[src/hw/rtl/hsfd_pkg.sv]
// ----------------------------------------------------------------------------
// hsfd_pkg
// Shared types, constants and the CRC-8 step for the humidity sensor frame
// decoder.
// ----------------------------------------------------------------------------
package hsfd_pkg;

    localparam logic [7:0]  CRC_POLY = 8'h31;
    localparam logic [7:0]  CRC_INIT = 8'hFF;

    localparam logic [14:0] TEMP_SCALE  = 15'd17500;
    localparam logic [14:0] TEMP_OFFSET = 15'd4500;
    localparam logic [13:0] HUM_SCALE   = 14'd10000;

    localparam int unsigned OUT_DATA_W = 64;

    // One checked frame, handed from the front end to the conversion back end.
    typedef struct packed {
        logic [15:0] raw_temp;
        logic [15:0] raw_humidity;
        logic        temp_crc_ok;
        logic        humidity_crc_ok;
    } t_frame_rec;

    typedef struct packed {
        logic full;
        logic nonempty;
    } t_fifo_status;

    // Feed one byte into the CRC, MSB first, no reflection.
    function automatic logic [7:0] crc8_update(input logic [7:0] crc, input logic [7:0] b);
        logic [7:0] c;
        c = crc ^ b;
        for (int k = 0; k < 8; k++) begin
            if (c[7]) begin
                c = {c[6:0], 1'b0} ^ CRC_POLY;
            end else begin
                c = {c[6:0], 1'b0};
            end
        end
        return c;
    endfunction

endpackage

[src/hw/rtl/humidity_sensor_frame_decoder_top.sv]
// ----------------------------------------------------------------------------
// humidity_sensor_frame_decoder_top
// Six-byte temperature/humidity frame decoder with CRC-8 check and
// conversion to hundredths of a degree C and of a percent.
// ----------------------------------------------------------------------------
// Feed the frame one byte per transfer: temperature high, temperature low,
// temperature CRC, humidity high, humidity low, humidity CRC. Set tuser on a
// byte to force it to be the first of a new frame. The CRC-8 uses polynomial
// 0x31, initial value 0xFF, no reflection, no final xor. One result transfer
// follows each sixth byte, also when a check fails (the failing flag and
// frame_ok are then low). The block takes one byte every cycle while the
// record queue has room; that rate is set by the front end, which runs the
// whole eight-bit CRC update for a byte combinationally. After its sixth
// byte is taken, a result passes through the record queue and the multiply
// stage into the output register. The record queue lets the front end keep
// taking bytes while results wait on the output; input tready drops only
// when the queue is full.
// ----------------------------------------------------------------------------
module humidity_sensor_frame_decoder_top #(
    parameter int unsigned FIFO_DEPTH = 2
) (
    input  logic        i_clk,
    input  logic        i_rst_n,
    // byte stream
    input  logic        i_s_tvalid,
    output logic        o_s_tready,
    input  logic [7:0]  i_s_tdata,   // [7:0] rx_byte
    input  logic        i_s_tuser,   // [0] frame_start
    // result stream
    output logic        o_m_tvalid,
    input  logic        i_m_tready,
    output logic [hsfd_pkg::OUT_DATA_W-1:0] o_m_tdata
        // [14:0] temp_centi_c, [28:15] humidity_centi, [44:29] raw_temp,
        // [60:45] raw_humidity, [61] temp_crc_ok, [62] humidity_crc_ok,
        // [63] frame_ok
);
    import hsfd_pkg::*;

    logic         s_accept;
    logic         push;
    logic         pop;
    t_frame_rec   push_rec;
    t_frame_rec   pop_rec;
    t_fifo_status fifo_st;

    // Hold off bytes only while the queue cannot take another record.
    assign o_s_tready = !fifo_st.full;
    assign s_accept   = i_s_tvalid && o_s_tready;

    hsfd_front u_front (
        .i_clk    (i_clk),
        .i_rst_n  (i_rst_n),
        .i_accept (s_accept),
        .i_byte   (i_s_tdata),
        .i_start  (i_s_tuser),
        .o_push   (push),
        .o_rec    (push_rec)
    );

    hsfd_fifo #(
        .DEPTH (FIFO_DEPTH)
    ) u_fifo (
        .i_clk    (i_clk),
        .i_rst_n  (i_rst_n),
        .i_push   (push),
        .i_rec    (push_rec),
        .i_pop    (pop),
        .o_rec    (pop_rec),
        .o_status (fifo_st)
    );

    hsfd_back u_back (
        .i_clk       (i_clk),
        .i_rst_n     (i_rst_n),
        .i_rec_valid (fifo_st.nonempty),
        .i_rec       (pop_rec),
        .o_pop       (pop),
        .o_m_tvalid  (o_m_tvalid),
        .i_m_tready  (i_m_tready),
        .o_m_tdata   (o_m_tdata)
    );

`ifndef SYNTHESIS
    // The front end never pushes into a full queue.
    a_no_push_full: assert property (@(posedge i_clk) disable iff (!i_rst_n)
        !(push && fifo_st.full))
        else $error("record pushed into full queue");

    // The back end pops only when a record is waiting.
    a_no_pop_empty: assert property (@(posedge i_clk) disable iff (!i_rst_n)
        pop |-> fifo_st.nonempty)
        else $error("record popped from empty queue");

    // A push with no pop leaves the queue non-empty next cycle.
    a_push_lands: assert property (@(posedge i_clk) disable iff (!i_rst_n)
        (push && !pop) |=> fifo_st.nonempty)
        else $error("pushed record lost");

    // Frame flag agrees with both check flags on a presented result.
    a_frame_ok: assert property (@(posedge i_clk) disable iff (!i_rst_n)
        o_m_tvalid |-> (o_m_tdata[63] == (o_m_tdata[61] && o_m_tdata[62])))
        else $error("frame_ok inconsistent with check flags");
`endif

endmodule

[src/hw/rtl/hsfd_front.sv]
// ----------------------------------------------------------------------------
// hsfd_front
// Track the byte position, run the CRC and assemble both words; push one
// record per completed frame.
// ----------------------------------------------------------------------------
module hsfd_front (
    input  logic               i_clk,
    input  logic               i_rst_n,
    input  logic               i_accept,
    input  logic [7:0]         i_byte,
    input  logic               i_start,
    output logic               o_push,
    output hsfd_pkg::t_frame_rec o_rec
);
    import hsfd_pkg::*;

    localparam logic [2:0] POS_TEMP_HI = 3'd0;
    localparam logic [2:0] POS_TEMP_LO = 3'd1;
    localparam logic [2:0] POS_TEMP_CRC = 3'd2;
    localparam logic [2:0] POS_HUM_HI  = 3'd3;
    localparam logic [2:0] POS_HUM_LO  = 3'd4;
    localparam logic [2:0] POS_HUM_CRC = 3'd5;

    logic [2:0]  r_pos, n_pos;
    logic [7:0]  r_crc, n_crc;
    logic [15:0] r_temp, n_temp;
    logic [15:0] r_hum, n_hum;
    logic        r_tchk, n_tchk;

    logic [2:0]  pos;
    logic [7:0]  crc;
    logic        push;

    always_comb begin
        if (i_start || (r_pos > POS_HUM_CRC)) begin
            pos = POS_TEMP_HI;
            crc = CRC_INIT;
        end else begin
            pos = r_pos;
            crc = r_crc;
        end

        n_pos  = pos + 3'd1;
        n_crc  = crc;
        n_temp = r_temp;
        n_hum  = r_hum;
        n_tchk = r_tchk;
        push   = 1'b0;

        unique case (pos)
            POS_TEMP_HI: begin
                n_temp = {i_byte, r_temp[7:0]};
                n_crc  = crc8_update(crc, i_byte);
            end
            POS_TEMP_LO: begin
                n_temp = {r_temp[15:8], i_byte};
                n_crc  = crc8_update(crc, i_byte);
            end
            POS_TEMP_CRC: begin
                n_tchk = (crc == i_byte);
                n_crc  = CRC_INIT;
            end
            POS_HUM_HI: begin
                n_hum = {i_byte, r_hum[7:0]};
                n_crc = crc8_update(crc, i_byte);
            end
            POS_HUM_LO: begin
                n_hum = {r_hum[15:8], i_byte};
                n_crc = crc8_update(crc, i_byte);
            end
            default: begin
                push  = 1'b1;
                n_pos = POS_TEMP_HI;
                n_crc = CRC_INIT;
            end
        endcase
    end

    assign o_push                = i_accept && push;
    assign o_rec.raw_temp        = r_temp;
    assign o_rec.raw_humidity    = r_hum;
    assign o_rec.temp_crc_ok     = r_tchk;
    assign o_rec.humidity_crc_ok = (crc == i_byte);

    always_ff @(posedge i_clk) begin
        if (!i_rst_n) begin
            r_pos  <= POS_TEMP_HI;
            r_crc  <= CRC_INIT;
            r_temp <= '0;
            r_hum  <= '0;
            r_tchk <= 1'b0;
        end else if (i_accept) begin
            r_pos  <= n_pos;
            r_crc  <= n_crc;
            r_temp <= n_temp;
            r_hum  <= n_hum;
            r_tchk <= n_tchk;
        end
    end

endmodule

[src/hw/rtl/hsfd_fifo.sv]
// ----------------------------------------------------------------------------
// hsfd_fifo
// Short queue of frame records between the front end and the back end.
// ----------------------------------------------------------------------------
module hsfd_fifo #(
    parameter int unsigned DEPTH = 2
) (
    input  logic                   i_clk,
    input  logic                   i_rst_n,
    input  logic                   i_push,
    input  hsfd_pkg::t_frame_rec   i_rec,
    input  logic                   i_pop,
    output hsfd_pkg::t_frame_rec   o_rec,
    output hsfd_pkg::t_fifo_status o_status
);
    import hsfd_pkg::*;

    localparam int unsigned PTR_W = $clog2(DEPTH);
    localparam int unsigned CNT_W = $clog2(DEPTH + 1);
    localparam logic [PTR_W-1:0] LAST_PTR = PTR_W'(DEPTH - 1);
    localparam logic [CNT_W-1:0] FULL_CNT = CNT_W'(DEPTH);

    t_frame_rec       r_mem [DEPTH];
    logic [PTR_W-1:0] r_wr_ptr, n_wr_ptr;
    logic [PTR_W-1:0] r_rd_ptr, n_rd_ptr;
    logic [CNT_W-1:0] r_count, n_count;

    always_comb begin
        n_wr_ptr = r_wr_ptr;
        n_rd_ptr = r_rd_ptr;
        n_count  = r_count;
        if (i_push) begin
            n_wr_ptr = (r_wr_ptr == LAST_PTR) ? '0 : r_wr_ptr + PTR_W'(1);
        end
        if (i_pop) begin
            n_rd_ptr = (r_rd_ptr == LAST_PTR) ? '0 : r_rd_ptr + PTR_W'(1);
        end
        if (i_push && !i_pop) begin
            n_count = r_count + CNT_W'(1);
        end else if (i_pop && !i_push) begin
            n_count = r_count - CNT_W'(1);
        end
    end

    always_ff @(posedge i_clk) begin
        if (i_push) begin
            r_mem[r_wr_ptr] <= i_rec;
        end
    end

    always_ff @(posedge i_clk) begin
        if (!i_rst_n) begin
            r_wr_ptr <= '0;
            r_rd_ptr <= '0;
            r_count  <= '0;
        end else begin
            r_wr_ptr <= n_wr_ptr;
            r_rd_ptr <= n_rd_ptr;
            r_count  <= n_count;
        end
    end

    assign o_rec             = r_mem[r_rd_ptr];
    assign o_status.full     = (r_count == FULL_CNT);
    assign o_status.nonempty = (r_count != '0);

endmodule

[src/hw/rtl/hsfd_back.sv]
// ----------------------------------------------------------------------------
// hsfd_back
// Convert raw words to centi-units in two stages: multiply, then scale and
// offset into the output register.
// ----------------------------------------------------------------------------
module hsfd_back (
    input  logic                 i_clk,
    input  logic                 i_rst_n,
    input  logic                 i_rec_valid,
    input  hsfd_pkg::t_frame_rec i_rec,
    output logic                 o_pop,
    output logic                 o_m_tvalid,
    input  logic                 i_m_tready,
    output logic [hsfd_pkg::OUT_DATA_W-1:0] o_m_tdata
);
    import hsfd_pkg::*;

    logic        r_s1_valid;
    t_frame_rec  r_s1_rec;
    logic [30:0] r_s1_tprod;
    logic [29:0] r_s1_hprod;

    logic        r_out_valid;
    logic [14:0] r_temp_centi;
    logic [13:0] r_hum_centi;
    t_frame_rec  r_out_rec;

    logic out_adv;
    logic s1_adv;

    assign out_adv = !r_out_valid || i_m_tready;
    assign s1_adv  = !r_s1_valid || out_adv;
    assign o_pop   = i_rec_valid && s1_adv;

    always_ff @(posedge i_clk) begin
        if (s1_adv) begin
            r_s1_rec   <= i_rec;
            r_s1_tprod <= 31'(TEMP_SCALE) * 31'(i_rec.raw_temp);
            r_s1_hprod <= 30'(HUM_SCALE) * 30'(i_rec.raw_humidity);
        end
        if (out_adv && r_s1_valid) begin
            r_temp_centi <= r_s1_tprod[30:16] - TEMP_OFFSET;
            r_hum_centi  <= r_s1_hprod[29:16];
            r_out_rec    <= r_s1_rec;
        end
    end

    always_ff @(posedge i_clk) begin
        if (!i_rst_n) begin
            r_s1_valid  <= 1'b0;
            r_out_valid <= 1'b0;
        end else begin
            if (s1_adv) begin
                r_s1_valid <= i_rec_valid;
            end
            if (out_adv) begin
                r_out_valid <= r_s1_valid;
            end
        end
    end

    assign o_m_tvalid = r_out_valid;
    assign o_m_tdata  = {r_out_rec.temp_crc_ok && r_out_rec.humidity_crc_ok,
                         r_out_rec.humidity_crc_ok,
                         r_out_rec.temp_crc_ok,
                         r_out_rec.raw_humidity,
                         r_out_rec.raw_temp,
                         r_hum_centi,
                         r_temp_centi};

endmodule

[config.mk]
export PLATFORM = sky130hd
export DESIGN_NAME = humidity_sensor_frame_decoder_top
export DESIGN_NICKNAME = d
export VERILOG_FILES = /design/src/hw/rtl/hsfd_pkg.sv /design/src/hw/rtl/humidity_sensor_frame_decoder_top.sv /design/src/hw/rtl/hsfd_front.sv /design/src/hw/rtl/hsfd_fifo.sv /design/src/hw/rtl/hsfd_back.sv
export SDC_FILE = /design/constraint.sdc
export NUM_CORES = 1
export LEC_CHECK = 0
export BUFFER_PORTS_ARGS = -buffer_cell sky130_fd_sc_hd__buf_4
export CORE_ASPECT_RATIO = 1.1
export CORE_MARGIN = 5
export CORE_UTILIZATION = 56
export CTS_CLUSTER_DIAMETER = 120
export DETAILED_ROUTE_END_ITERATION = 10
export PLACE_DENSITY_LB_ADDON = 0.2
export SLEW_MARGIN = 10
export SYNTH_ARGS = -nofsm -noshare
export SYNTH_HDL_FRONTEND = slang
export SYNTH_HIERARCHICAL = 1
export SYNTH_SLANG_ARGS = --single-unit
export TNS_END_PERCENT = 50
[constraint.sdc]
create_clock -name i_clk -period 4.5 [get_ports i_clk]
set_input_delay 0.9 -clock i_clk [delete_from_list [all_inputs] [get_ports i_clk]]
set_output_delay 0.9 -clock i_clk [all_outputs]
set_load 0.02 [all_outputs]
==> results of run 1 <==
flip-flops by register name, indices dropped and copies added (netlist names), 2 cells and up, named ones only:
register	cells
u_fifo/r_mem	68
u_back/o_m_tdata	34
u_back/r_s1_rec	34
u_front/r_hum	16
u_front/r_temp	16
u_back/r_s1_tprod	15
u_back/r_temp_centi	15
u_back/r_hum_centi	14
u_back/r_s1_hprod	14
u_front/r_crc	8
u_front/r_pos	3
u_fifo/r_count	2
stage by stage:
step | hold WS (ns) | TNS, ns | instances | utilization, %
after global routing | 0.4193 | -7.036 | 1720 | 73.84
after CTS | 0.4139 | -2.486 | 1709 | 72.18
after global placement | 0.4007 | -3.097 | 1634 | 65.17
after floorplan | 0.4003 | -0.6546 | 1113 | -
final | 0.4152 | -3.049 | 1720 | 73.84
after detailed placement | 0.4045 | -4.452 | 1634 | 65.17
logic make-up (layout without fill, tap and decap cells):
kind of cell,count (synthesis),count (layout)
adders and majority gates,248,248
xor gates and xnor gates,60,60
buffers and inverters,207,468
muxes,68,68
DFF,245,245
AOI/OAI and AO/OA,127,127
and+or+nand+nor,158,158
cells in the mapped netlist (3+ instances only):
| cell type | instances |
|---|---|
| xnor2_1 | 32 |
| nand2_1 | 37 |
| edfxtp_1 | 194 |
| mux2_2 | 34 |
| nor2_1 | 27 |
| buf_2 | 4 |
| and2_1 | 9 |
| a21o_1 | 20 |
| o21a_1 | 4 |
| a211oi_2 | 5 |
| o211ai_1 | 3 |
| and3_1 | 7 |
| fa_1 | 78 |
| inv_1 | 183 |
| clkbuf_1 | 12 |
| nor2b_1 | 38 |
| a211oi_1 | 8 |
| a31oi_1 | 4 |
| nand3b_1 | 4 |
| xor2_1 | 25 |
| o21ai_0 | 15 |
| ha_1 | 170 |
| nand2b_1 | 3 |
| mux2i_1 | 34 |
| buf_4 | 5 |
| nor3_1 | 5 |
| nand4_1 | 4 |
| o22ai_1 | 6 |
| nand3_1 | 12 |
| dfxtp_1 | 51 |
| a21oi_1 | 33 |
worst paths after layout:
| kind | start | to | slack, ns | cells past startpoint |
|---|---|---|---|---|
| worst min-delay path | u_back/r_s1_rec[11] | u_back/o_m_tdata[54] | 0.42 | 0 |
| worst max-delay path | register | u_back/r_s1_hprod[23] | -0.23 | 22 |
| worst max register to register | register | u_back/r_s1_hprod[23] | -0.23 | 22 |
| worst min register to register | u_back/r_s1_rec[11] | u_back/o_m_tdata[54] | 0.42 | 0 |
timing repair:
| item | in CTS | in global routing |
|---|---|---|
| endpoints found under the hold margin | 0 | 0 |
| buffers inserted | 27 | 12 |
| hold buffers | 0 | 0 |
| setup endpoints to repair | 25 | 29 |
| cloned | 2 | 0 |
| pin swaps | 104 | 33 |
| gates resized for setup | 118 | 61 |
per-layer routing:
layer | vias to the layer above | global-route usage [%] | routed length [um]
li1 | 4340 | - | -
met2 | 180 | 36.45 | 15230
met4 | 0 | 6.380 | 909
met5 | - | 0 | 0
met3 | 68 | 2.718 | 1084
met1 | 4360 | 26.11 | 12310
worst reg2reg max path, stage by stage (launching register included):
cell	delay (ns)
dfxtp_4	0.39
buf_12	0.15
buf_12	0.12
mux2_4	0.22
inv_6	0.05
fa_1	0.55
inv_2	0.05
ha_4	0.25
inv_2	0.04
fa_2	0.53
inv_2	0.05
ha_4	0.26
inv_2	0.03
fa_1	0.48
inv_2	0.05
ha_4	0.26
o211ai_1	0.08
nor2_1	0.19
buf_4	0.16
a31o_4	0.15
a31o_1	0.22
a21oi_2	0.09
xnor2_1	0.12
layout make-up:
class	count	area (um^2)
fillers	1550	6609
multi-input cells	661	7815
inverters	185	719.4
clock buffers	28	636.9
repair buffers	237	1962
clock inverters	18	237.7
flip-flops and latches	245	6850
well taps	346	432.9
==> out/results.txt, run 1 <==
Critical path arrival = 5.02 ns
Post-Synth XOR/XNOR Area = 3.869%
Final worst path period share = 105.1%
CP required = 4.79 ns
DP Worst Slack = -0.2747 ns
Die Span X = 162.5 um
Worst slew pin tran = 0.6878 ns
Compound-Gate Fraction of Synth Area = 6.113%
GPL Wtd Cong = 0.8444
Post-Route WL = 29.54 mm
Clk Latency, worst-skew pair = 0.54 ns
Port bufs = 78
DIE AREA = 0.02889 mm^2
Startpoint types = register
Vias/cell = 5.202
Maxcap violations = 0
Max Fclk = 0.2115 GHz
H-tree depth = 1
RSZ-0062 raised after global routing = true
Nets = 1616
Largest net degree at the start of global routing = 49
Post-synthesis mux area share = 5.048%
Clk root buf = clkbuf_16
Count of endpoints failing setup in the final report = 24
CTS clk-pin slew, worst paths = 0.06 ns
CTS buffer count = 25
Remaining antenna violation count after routing = 0
CTS tree = yes
Critical path class = register to register
Via count = 8948
GRT Total Usage = 20.49%
Most frequent CP cell = inv_2
TritonRoute pass-1 iters = 4
Gr ovfl total = 0
Crit-path cells = buf_12 > buf_12 > mux2_4 > inv_6 > fa_1 > inv_2 > ha_4 > inv_2 > fa_2 > inv_2 > ha_4 > inv_2 > fa_1 > inv_2 > ha_4 > o211ai_1 > nor2_1 > buf_4 > a31o_4 > a31o_1 > a21oi_2 > xnor2_1
Worst slew margin = 54.05%
Simple-Gate Fraction of Synth Area = 5.799%
Placed Area = 0.01646 mm^2
Top post-synthesis cells by area = edfxtp_1 41%, ha_1 15%, fa_1 11%
Critical Path Fanout Max = 6
Residual DRC = 0
Layout cell share with drive strength beyond 1 = 35.52%
Diode count = 0
First-pass GRT wire length = 47.80 mm
Async S/R FF share, synth = 0%
Slowest stage cell, crit path = fa_1
Finished layout cell area = 0.01865 mm^2
Synthesis Warnings = 6
DRT iter0 DRCs = 355
Number of flops mapped to enable cells by yosys = 194
Fin Clk Skew = 0.01393 ns
Avg Inst Size Synth = 12.87 um^2
Fin. max-slew vios = 0
Initial Util = 56.71%
CP delay by family, top = adder cells
Main combinational cell family by area after synthesis = adder cells
Layout area overhead = 30.20%
Top-Level Pins = 79
Area share of the largest cell type after synthesis = 40.66%
CP Capture Type = register
Row cnt = 61
Seq/Total Area, Yosys = 47.79%
PnR worst setup slack = -0.2276 ns
Violated checks = negative setup slack
Cell taking the most area after synthesis = edfxtp_1
Chip Height = 177.8 um
Most frequent cells in the layout = 210 x buf_4, 194 x edfxtp_1, 141 x inv_1
Final HPWL DP = 19.63 mm
Hold Path Class = register to register
Clock Tree Buf Depth = 3
Synthesized Nets = 1374
Buf+Inv Stages, Crit Path = 9
Mapped cell area = 0.01433 mm^2
Ys flop type = edfxtp_1
Status = finished, violations left
Adder-cell share of the synthesized area = 25.74%
Placeable Area = 0.02526 mm^2
Flops & latches, synth = 245
WL per Instance = 17.17 um
Antenna violations before repair = 0
Sink Count = 245
Vias in the first global route = 9589
Final min period = 4.728 ns
Commonest non-fill, non-tap cell in the layout = buf_4
Final hold vios = 0
Post-synthesis cell count = 1113
Slowest stage delay, CP = 0.55 ns
Netlist cell types = 65
Power of run 1 is not shown: default switching activity piles up to over one toggle a cycle in this logic, so the estimate is an artifact.
==> run 2, diff against run 1 <==
==> constraint.sdc (replaced) <==
create_clock -name i_clk -period 4.5 [get_ports i_clk]
set_input_delay 0.675 -clock i_clk [delete_from_list [all_inputs] [get_ports i_clk]]
set_output_delay 0.675 -clock i_clk [all_outputs]
set_load 0.02 [all_outputs]
==> run 2 against run 1 <==
Against the previous run:
- the run still ends with negative setup slack left
- maximum frequency fell by 1.7%
- die area did not move
- via count fell by 1.4%
- final area fell by 2.5%
- critical path depth fell by 2
- register-to-register slack got worse by 0.08 ns
- non-clock buffer count fell by 16
- final cell count fell by 0.93%
- routed wire length fell by 4.9%
- count of clock-buffer cells in the layout rose by 10
- clock skew fell by 0.0016 ns
- critical path type unchanged
- highest routed layer unchanged
==> out/results.txt, run 2 (synthesis gave the netlist of run 1 again) <==
Status = finished, violations left
Violated checks = negative setup slack
Port bufs = 78 (unchanged)
Critical R2R Capture = u_back/r_s1_tprod[29]
WL per Instance = 16.49 um (-4.0%)
Final hold vios = 0 (unchanged)
Chip Height = 177.8 um (unchanged)
Top-Level Pins = 79 (unchanged)
Hold slack = 0.4147 ns (-0.0005110 ns)
FF-to-FF path depth = 20 (-9.1%)
Diode count = 0 (unchanged)
Worst hold path stage count = 0 (unchanged)
Startpoint types = register
CTS buffer count = 25 (unchanged)
Critical Path Fanout Max = 6 (unchanged)
Residual DRC = 0 (unchanged)
H-tree depth = 1 (unchanged)
Clock Tree Buf Depth = 3 (unchanged)
Largest net degree at the start of global routing = 64 (+31%)
PnR worst setup slack = -0.3108 ns (-0.08319 ns)
Fin. max-slew vios = 0 (unchanged)
Slowest stage cell, crit path = fa_1
RSZ-0062 raised after global routing = true
Final Util = 71.98% (-1.9 points)
Count of endpoints failing setup in the final report = 21 (-13%)
TritonRoute pass-1 iters = 5 (+1)
DIE AREA = 0.02889 mm^2 (unchanged)
First-pass GRT wire length = 45.61 mm (-4.6%)
Layout cell share with drive strength beyond 1 = 31.96% (-3.6 points)
CP required = 4.78 ns (about the same)
Placeable Area = 0.02526 mm^2 (unchanged)
Worst slew margin = 43.78% (-10 points)
Sink Count = 245 (unchanged)
CTS tree = yes
Most frequent cells in the layout = 206 x buf_4, 194 x edfxtp_1, 153 x inv_1
Largest reg by FF count = u_fifo/r_mem
Worst Hold Launch = u_back/r_s1_rec[14]
Maxcap violations = 0 (unchanged)
Hold Path Class = register to register
Critical path class = register to register
Flop2flop setup slack = -0.31 ns (-0.08 ns)
Clk root buf = clkbuf_16
Hold Path End = u_back/o_m_tdata[57]
Multi-input combinational cell area = 0.007604 mm^2 (-2.7%)
Gr ovfl total = 0 (unchanged)
DRT iter0 DRCs = 350 (-1.4%)
Commonest non-fill, non-tap cell in the layout = buf_4
Initial Util = 56.71% (unchanged)
Row cnt = 61 (unchanged)
Fin Clk Skew = 0.01236 ns (-0.001569 ns)
Critical path arrival = 5.09 ns (+0.07 ns)
Layout fillers = 1652 (+6.6%)
Via count = 8825 (-1.4%)
Remaining antenna violation count after routing = 0 (unchanged)
Die Span X = 162.5 um (unchanged)
Register area = 0.006850 mm^2 (unchanged)
Max reg flops = 68 (unchanged)
Post-Route WL = 28.10 mm (-4.9%)
CTS clk-pin slew, worst paths = 0.06 ns (about the same)
Max Fclk = 0.2079 GHz (-1.7%)
Crit-path cells = clkbuf_16 > mux2_4 > ha_4 > inv_2 > fa_1 > inv_2 > ha_4 > fa_1 > inv_1 > fa_1 > inv_1 > ha_4 > nand2_2 > a211oi_2 > a22o_1 > buf_6 > buf_4 > a21o_4 > nand3_4 > o311a_1
Antenna violations before repair = 0 (unchanged)
Hold buffer count at cts = 0 (unchanged)
Vias/cell = 5.179 (-0.45%)
GPL Wtd Cong = 0.8819 (+4.4%)
Vias in the first global route = 9173 (-4.3%)
Layout area overhead = 26.92%
Nets = 1600 (-0.99%)
GRT Total Usage = 19.50% (-0.98 points)
Final worst path period share = 106.9% (+1.8 points)
CP Capture Type = register
Worst slew pin tran = 0.8434 ns (+0.1556 ns)
Final HPWL DP = 19.57 mm (-0.27%)
Slowest stage delay, CP = 0.51 ns (-0.04 ns)
Final min period = 4.811 ns (+0.08319 ns)
Clk Latency, worst-skew pair = 0.53 ns (about the same)
[run 2: cell count changes in the layout (fill, tap and decap cells not counted), moves of 4 or more]
cell,delta
ha_1,+9
clkbuf_8,+4
clkbuf_1,+5
ha_4,-10
fa_2,-5
fa_1,+5
inv_2,-12
inv_1,+12
bufinv_16,-5
buf_6,-10
buf_4,-4
[run 2: critical path, delay by kind of cell (launching register included)]
family                   cells  cell delay (ns)
AO/OA/AOI/OAI                4             0.82
flip-flops                   1             0.42
AND/OR/NAND/NOR              2             0.13
multiplexers                 1             0.34
adder cells (fa/ha/maj)      6             2.23
buffers and inverters        7             0.62
[run 2: layout make-up]
cell class	instances	area share (%)
clock inverters	8	0.2683
clock buffers	38	4.046
multi-input cells	661	41.81
flip-flops and latches	245	37.67
well taps	346	2.381
inverters	185	3.956
repair buffers	221	9.867
[run 2: per-layer routing]
layer  vias up  track usage (%)  routed length [um]
li1       4318                -                   -
met1      4271            25.74               11820
met2       180            33.93               14450
met3        56            2.578                1177
met4         0            5.675                 641
met5         -                0                   0
[run 2: worst max-delay path by stage]
stage / startpoint / endpoint / slack (ns) / depth (start not counted)
floorplan: register / u_back/r_s1_tprod[25] / -0.14 / 19
global placement: register / u_back/r_s1_tprod[27] / -0.26 / 18
detailed placement: register / u_back/r_s1_tprod[27] / -0.31 / 17
CTS: register / u_back/r_s1_tprod[25] / -0.23 / 18
global route: register / u_back/r_s1_tprod[29] / -0.42 / 19
finish: register / u_back/r_s1_tprod[29] / -0.31 / 20
[run 2: what timing repair did]
item | in CTS | in global routing
setup endpoints to repair | 25 | 29
resized for setup | 63 | 64
endpoints found under the hold margin | 0 | 0
buffers inserted | 10 | 13
pin swaps | 28 | 70
cloned | 2 | 2
[run 2: through the flow]
step / cells / setup TNS, ns / area, um^2 / setup slack [ns]
5_1_grt: 1704 / -7.573 / 18180 / -0.4197
6_report: 1704 / -4.529 / 18180 / -0.3108
3_5_place_dp: 1632 / -4.791 / 16440 / -0.3054
3_3_place_gp: 1632 / -3.410 / 16440 / -0.2579
4_1_cts: 1690 / -2.877 / 17770 / -0.2255
2_1_floorplan: 1113 / -0.6546 / 14650 / -0.1439
Power of run 2 is left out for the same reason.
